==> src/rtl/core/brflp_pkg.sv <==
// ----------------------------------------------------------------------------
// brflp_pkg: shared types and constants of the byte ring FIFO with line scan
// Command and status codes, sequencer states, walk unit flags and widths.
// ----------------------------------------------------------------------------
package brflp_pkg;

    localparam int DEPTH_DEF = 2048;
    localparam int DATA_W    = 8;
    localparam int LEN_W     = 12;
    localparam int CMD_W     = 3;
    localparam int STAT_W    = 3;

    localparam logic [DATA_W-1:0] CH_NEWLINE = 8'h0A;
    localparam logic [DATA_W-1:0] CH_NUL     = 8'h00;

    typedef enum logic [CMD_W-1:0] {
        CMD_PUSH   = 3'd0,
        CMD_POP    = 3'd1,
        CMD_SCAN   = 3'd2,
        CMD_COMMIT = 3'd3,
        CMD_REWIND = 3'd4,
        CMD_CLEAR  = 3'd5
    } t_cmd;

    typedef enum logic [STAT_W-1:0] {
        STAT_OK         = 3'd0,
        STAT_FULL       = 3'd1,
        STAT_EMPTY      = 3'd2,
        STAT_INCOMPLETE = 3'd3,
        STAT_TOOLONG    = 3'd4
    } t_status;

    typedef enum logic [1:0] {
        ST_IDLE,
        ST_POP,
        ST_SCAN
    } t_state;

    // Flags of one walk step over the stored bytes.
    typedef struct packed {
        logic at_end;
        logic at_limit;
        logic hit;
    } t_walk;

endpackage

==> src/rtl/core/brflp_walk.sv <==
// ----------------------------------------------------------------------------
// brflp_walk: shared pointer step and scan compare unit
// Wraps a ring pointer forward and checks end, limit and delimiter.
// ----------------------------------------------------------------------------
module brflp_walk #(
    parameter int DEPTH = brflp_pkg::DEPTH_DEF
) (
    input  logic [$clog2(DEPTH)-1:0]    i_pos,
    input  logic [$clog2(DEPTH)-1:0]    i_wr_ptr,
    input  logic [brflp_pkg::LEN_W-1:0]  i_cnt,
    input  logic [brflp_pkg::LEN_W-1:0]  i_limit,
    input  logic [brflp_pkg::DATA_W-1:0] i_data,
    input  logic [brflp_pkg::DATA_W-1:0] i_delim,
    output logic [$clog2(DEPTH)-1:0]    o_next_pos,
    output brflp_pkg::t_walk            o_walk
);
    import brflp_pkg::*;

    localparam int AW = $clog2(DEPTH);

    // Wrap at the last slot so any depth works, not just powers of two.
    assign o_next_pos = (i_pos == AW'(DEPTH - 1)) ? '0 : i_pos + AW'(1);

    assign o_walk.at_end   = (i_pos == i_wr_ptr);
    assign o_walk.at_limit = (i_cnt >= i_limit);
    assign o_walk.hit      = (i_data == i_delim);

endmodule

==> config.mk <==
export PLATFORM = sky130hd
export DESIGN_NAME = brflp_walk
export DESIGN_NICKNAME = d
export VERILOG_FILES = /design/src/rtl/core/brflp_pkg.sv /design/src/rtl/core/brflp_walk.sv
export SDC_FILE = /design/constraint.sdc
export NUM_CORES = 1
export LEC_CHECK = 0
export BUFFER_PORTS_ARGS = -buffer_cell sky130_fd_sc_hd__buf_2
export CORE_ASPECT_RATIO = 0.7
export CORE_MARGIN = 4
export CORE_UTILIZATION = 30
export DETAILED_ROUTE_END_ITERATION = 12
export GPL_TIMING_DRIVEN = 1
export PLACE_DENSITY = 0.71
export RECOVER_POWER = 25
export SLEW_MARGIN = 30
export SYNTH_ARGS = -nofsm -noshare
export SYNTH_HDL_FRONTEND = slang
export SYNTH_SLANG_ARGS = --single-unit
==> constraint.sdc <==
create_clock -name vclk -period 3.1
set_clock_uncertainty 0.05 [all_clocks]
set_input_delay 0.62 -clock vclk [all_inputs]
set_output_delay 0.62 -clock vclk [all_outputs]
set_load 0.05 [all_outputs]
==> Yosys cells after proc, flatten, opt, wreduce, memory -nomap -nowiden <==
Index checks and enable logic that the tools add are counted.
{ "op_classes": {"magnitude_cmp": 1, "addsub": 1, "mul": 0, "reduce_logical": 0, "muxes": 1, "bitwise": 0, "div_mod_pow": 0, "n_eq_ne": 3, "n_shift": 0} }
{ "op_table": {"columns": ["operator", "count"], "rows": [
  ["$ge A12 B12 Y1", 1],
  ["$add A11 B1 Y11 const B", 1],
  ["$eq A11 B11 Y1", 1],
  ["$eq A11 B11 Y1 const B", 1],
  ["$mux W11", 1],
  ["$eq A8 B8 Y1", 1]
]} }
{ "totals": {"out_inout_bits": 14, "word_cells": 6, "mem_bits_rw": 0, "rom_bits": 0, "register_bits": 0, "inputBits": 62, "memories": 0, "latch_bits": 0} }

==> Logic depth before layout (Yosys ltp) <==
{ "logic_depth": {"ltp_word": 2, "depth_mapped": 6, "ltp_nobuf": 6} }

==> Worst setup path before layout <==
OpenSTA, ideal clock, no wires.
{ "synth_path": {"kind": "input to output", "from": "in i_limit[2] (netlist name)", "to": "out o_walk[1] (netlist name)", "arrival_ns": 2.273, "stages": 6, "required_time_ns": 2.430, "slack_ns": 0.157, "n_path_buf": 0, "path_cell_list": "inv_1 > ha_1 > nand2_1 > o21ai_0 > a211oi_1 > o21ai_0"} }
{ "synth_rtl": {"columns": ["element", "line_no", "text"], "rows": [
  ["from (decl)", "brflp_walk.sv:11", "input logic [brflp_pkg::LEN_W-1:0] i_limit,"],
  ["to (decl)", "brflp_walk.sv:15", "output brflp_pkg::t_walk o_walk"]
]} }

==> Final worst setup path <==
{ "layout_path": {"from": "in i_pos[0]", "to": "out o_next_pos[9]"} }
{ "layout_via": {"elab_chain_len": 2, "elab_cells_between_ends": 3, "classes_between": "add/sub (1); eq/ne (1); mux (1)"} }
{ "layout_rtl": {"columns": ["element", "line_no", "text"], "rows": [
  ["from (decl)", "brflp_walk.sv:8", "input logic [$clog2(DEPTH)-1:0] i_pos,"],
  ["$add A11 B1 Y11 / $eq A11 B11 Y1 (equally long branches)", "brflp_walk.sv:22", "assign o_next_pos = (i_pos == AW'(DEPTH - 1)) ? '0 : i_pos + AW'(1);"],
  ["$mux W11 (*)", "brflp_walk.sv:22", null],
  ["to (decl)", "brflp_walk.sv:14", "output logic [$clog2(DEPTH)-1:0] o_next_pos,"]
]} }
Mark *: on every way between the ends. The rest lies on a longest branch, timed or not.

==> impl_table.tex <==
\begin{tabular}{lr}
\hline
Metric & Value \\
\hline
\multicolumn{2}{l}{\textbf{Run status}} \\
Outcome & complete, no violations \\
\multicolumn{2}{l}{\textbf{Min path}} \\
Launch instance of the worst min-delay path & i\_pos[8] \\
Worst Hold Class & primary input to output port \\
Worst Hold Path Cells & 3 \\
\multicolumn{2}{l}{\textbf{Placement}} \\
Placed cells & 203 \\
Last weighted congestion value of the routability-driven placer & 0.837 \\
Area post-placement & 1120 sq um \\
Port buffer count & 76 \\
Estimated wirelength of the detail-placed design & 2160 microns \\
\multicolumn{2}{l}{\textbf{Critical path}} \\
Highest cell delay on the worst timing path & 0.27 ns \\
Worst-path maximum fanout & 6 \\
Worst setup path startpoint & i\_pos[0] \\
Required time at the worst-slack endpoint & 2.43 ns \\
Worst Setup End Kind & output port \\
Crit path arrival time & 1.95 ns \\
Crit start category & primary input \\
Worst path depth & 7 \\
Crit path kind & primary input to output port \\
Number of buffer and inverter instances along the worst setup path & 2 \\
Slowest CP cell & sky130\_fd\_sc\_hd\_\_buf\_2 \\
Cell mode on critical path & sky130\_fd\_sc\_hd\_\_buf\_2 \\
Largest delay contributor family on the critical path & simple AND/OR/NAND/NOR gates \\
Worst-path cell chain & buf\_2 -> ha\_1 -> and4\_4 -> and3\_4 -> and2\_4 -> nor2\_1 -> buf\_2 \\
\multicolumn{2}{l}{\textbf{GRT}} \\
Global-route wire length before repair & 3630 microns \\
Maximum number of pins on one net before global-route repair & 7 \\
Global router's overall resource usage & 13.5\% \\
Vias in the first global route & 854 \\
Overflow left after global routing & 0 \\
Antenna violations before repair & 0 \\
\multicolumn{2}{l}{\textbf{Timing}} \\
Setup TNS & 0 ns \\
Post-route minimum period & 2.62 ns \\
Share of the clock period used by the worst path after layout & 84.6\% \\
Final setup violation count & 0 \\
Actual transition at the worst max-transition pin & 0.617 ns \\
Number of endpoints with negative hold slack in the final report & 0 \\
RSZ-0062 raised after global routing & false \\
Count of final max-slew check failures & 0 \\
Worst slew margin relative to its limit & 59.0\% \\
Maximum clock frequency & 381 MHz \\
\multicolumn{2}{l}{\textbf{Pwr}} \\
Switching power as a share of total power & 57.4\% \\
PwrDens & 157 nW/um\^{}2 \\
Switching power of the nets & 101 uW \\
Clk pwr share & 0\% \\
Sequential share of power & 0\% \\
Share of power burned in combinational logic & 100.0\% \\
Cell internal power dissipation & 74.6 uW \\
Largest vdd supply drop & 0.0631 mV \\
Leakage power figure & 0.610 nW \\
\multicolumn{2}{l}{\textbf{Floorplan}} \\
Area of the placeable core & 2190 sq um \\
Die Footprint & 3210 sq um \\
Floorplan die width & 66.1 microns \\
Overall die height & 48.7 microns \\
Cell Rows & 14 \\
Starting utilization of the core area & 32.3\% \\
Total I/O pin count & 76 \\
\multicolumn{2}{l}{\textbf{Finish}} \\
Clock buffers & 0 \\
Final non-filler cell area & 1110 sq um \\
Seq Cell Count & 0 \\
Final non-filler cell total & 203 \\
Area growth syn-to-layout & 57.2\% \\
Total Nets Final & 248 \\
Storage cell area & 0 sq um \\
Ant. Diodes & 0 \\
Filler Cell Count & 234 \\
Share of post-route cells with drive strength above 1 & 45.0\% \\
\multicolumn{2}{l}{\textbf{Synth}} \\
Portion of the post-synthesis area used by sequential elements & 0\% \\
Distinct cell type count after synthesis & 22 \\
Post-Syn Area & 708 sq um \\
Syn Area/Cell & 7.38 sq um \\
Post-Synthesis Net Count & 171 \\
Warning count from the yosys run & 0 \\
Number of cells produced by synthesis & 96 \\
\multicolumn{2}{l}{\textbf{CTS}} \\
Post-cts resize count & 0 \\
Number of buffers inserted by post-CTS setup repair & 0 \\
Post-CTS Hold Buffers & 0 \\
\multicolumn{2}{l}{\textbf{Drt}} \\
Post-detailed-route count of antenna-violating nets & 0 \\
Post-DR wirelength/cell & 11.2 microns \\
Via-to-Cell Ratio & 4.33 \\
Number of detailed-routing iterations run before antenna repair & 4 \\
First-iteration detailed-routing DRC count & 17 \\
Remaining design rule violation count & 0 \\
Total Routed Length & 2270 microns \\
Count of vias placed by the detailed router & 880 \\
\multicolumn{2}{l}{\textbf{Run}} \\
Maximum Capacitance Violations & 0 \\
\hline
\end{tabular}
==> synth_stat cells <==
library cell / count / share of area [%]
sky130_fd_sc_hd__a211oi_1: 3 / 3.2
sky130_fd_sc_hd__a21o_1: 2 / 2.1
sky130_fd_sc_hd__a21oi_1: 1 / 0.71
sky130_fd_sc_hd__and2_1: 1 / 0.88
sky130_fd_sc_hd__and2_4: 1 / 1.2
sky130_fd_sc_hd__and3_1: 1 / 0.88
sky130_fd_sc_hd__and3_4: 1 / 1.6
sky130_fd_sc_hd__and4_1: 1 / 1.2
sky130_fd_sc_hd__and4_4: 1 / 1.6
sky130_fd_sc_hd__buf_6: 1 / 1.6
sky130_fd_sc_hd__ha_1: 13 / 23
sky130_fd_sc_hd__inv_1: 12 / 6.4
sky130_fd_sc_hd__nand2_1: 4 / 2.1
sky130_fd_sc_hd__nand3_1: 3 / 2.1
sky130_fd_sc_hd__nand4_1: 8 / 7.1
sky130_fd_sc_hd__nor2_1: 9 / 4.8
sky130_fd_sc_hd__nor2b_1: 1 / 0.88
sky130_fd_sc_hd__nor2b_2: 1 / 1.2
sky130_fd_sc_hd__nor3_1: 1 / 0.71
sky130_fd_sc_hd__o21ai_0: 3 / 2.1
sky130_fd_sc_hd__xnor2_1: 22 / 27
sky130_fd_sc_hd__xor2_1: 6 / 7.4
==> worst paths after layout <==
| kind | slack [ns] | to |
|---|---|---|
| max | 0.48 | o_next_pos[9] |
| min | 1.57 | o_next_pos[8] |
==> placed cells by master (no fill, tap or decap), drive strengths merged <==
cell,count
nor2,9
nand4,8
inv,12
nor2b,2
and2,2
xnor2,22
xor2,6
a21o,2
a211oi,3
o21ai,3
nand2,4
and3,2
nand3,3
and4,2
nor3,1
clkbuf,3
ha,13
a21oi,1
buf,73
==> cells by family (layout without fill, tap and decap cells) <==
group                    after synthesis  in the layout  share of synthesized area [%]
adder cells (fa/ha/maj)               13             13                           23.0
AND/OR/NAND/NOR                       33             33                           26.3
AO/OA/AOI/OAI                          9              9                           8.13
XOR/XNOR                              28             28                           34.6
buffers and inverters                 13             88                           7.95
==> metrics by stage <==
| stage | utilization [%] | total power [mW] | hold slack (ns) | setup WS, ns |
|---|---|---|---|---|
| 3_3_place_gp | 51.0 | 0.173 | 1.57 | 0.490 |
| 2_1_floorplan | - | 0.105 | 1.37 | 0.157 |
| 3_5_place_dp | 51.0 | 0.176 | 1.58 | 0.468 |
| 5_1_grt | 50.9 | 0.194 | 1.59 | 0.314 |
| 4_1_cts | 51.0 | 0.177 | 1.58 | 0.468 |
| 6_report | 50.9 | 0.175 | 1.57 | 0.478 |
==> power by group through the flow <==
stage | registers (mW) | clock network, mW | logic (mW)
floorplan | 0 | 0 | 0.105
global placement | 0 | 0 | 0.173
detailed placement | 0 | 0 | 0.176
CTS | 0 | 0 | 0.177
global route | 0 | 0 | 0.194
finish | 0 | 0 | 0.175
==> final cells by class <==
class                      count  area, sq um  area share (%)
multi-input combinational     83          652            58.5
timing repair buffer          76          377            33.8
inverter                      12         45.0            4.04
tap                           32         40.0            3.60
==> layer usage <==
layer  share of wire, %  vias up  track usage, %
met5                  0        -               0
met3                3.7        0           0.231
met2                 53       15            25.0
li1                   -      477               -
met4                  0        0               0
met1                 43      388            18.4
Power figures use the tool's default switching activity.
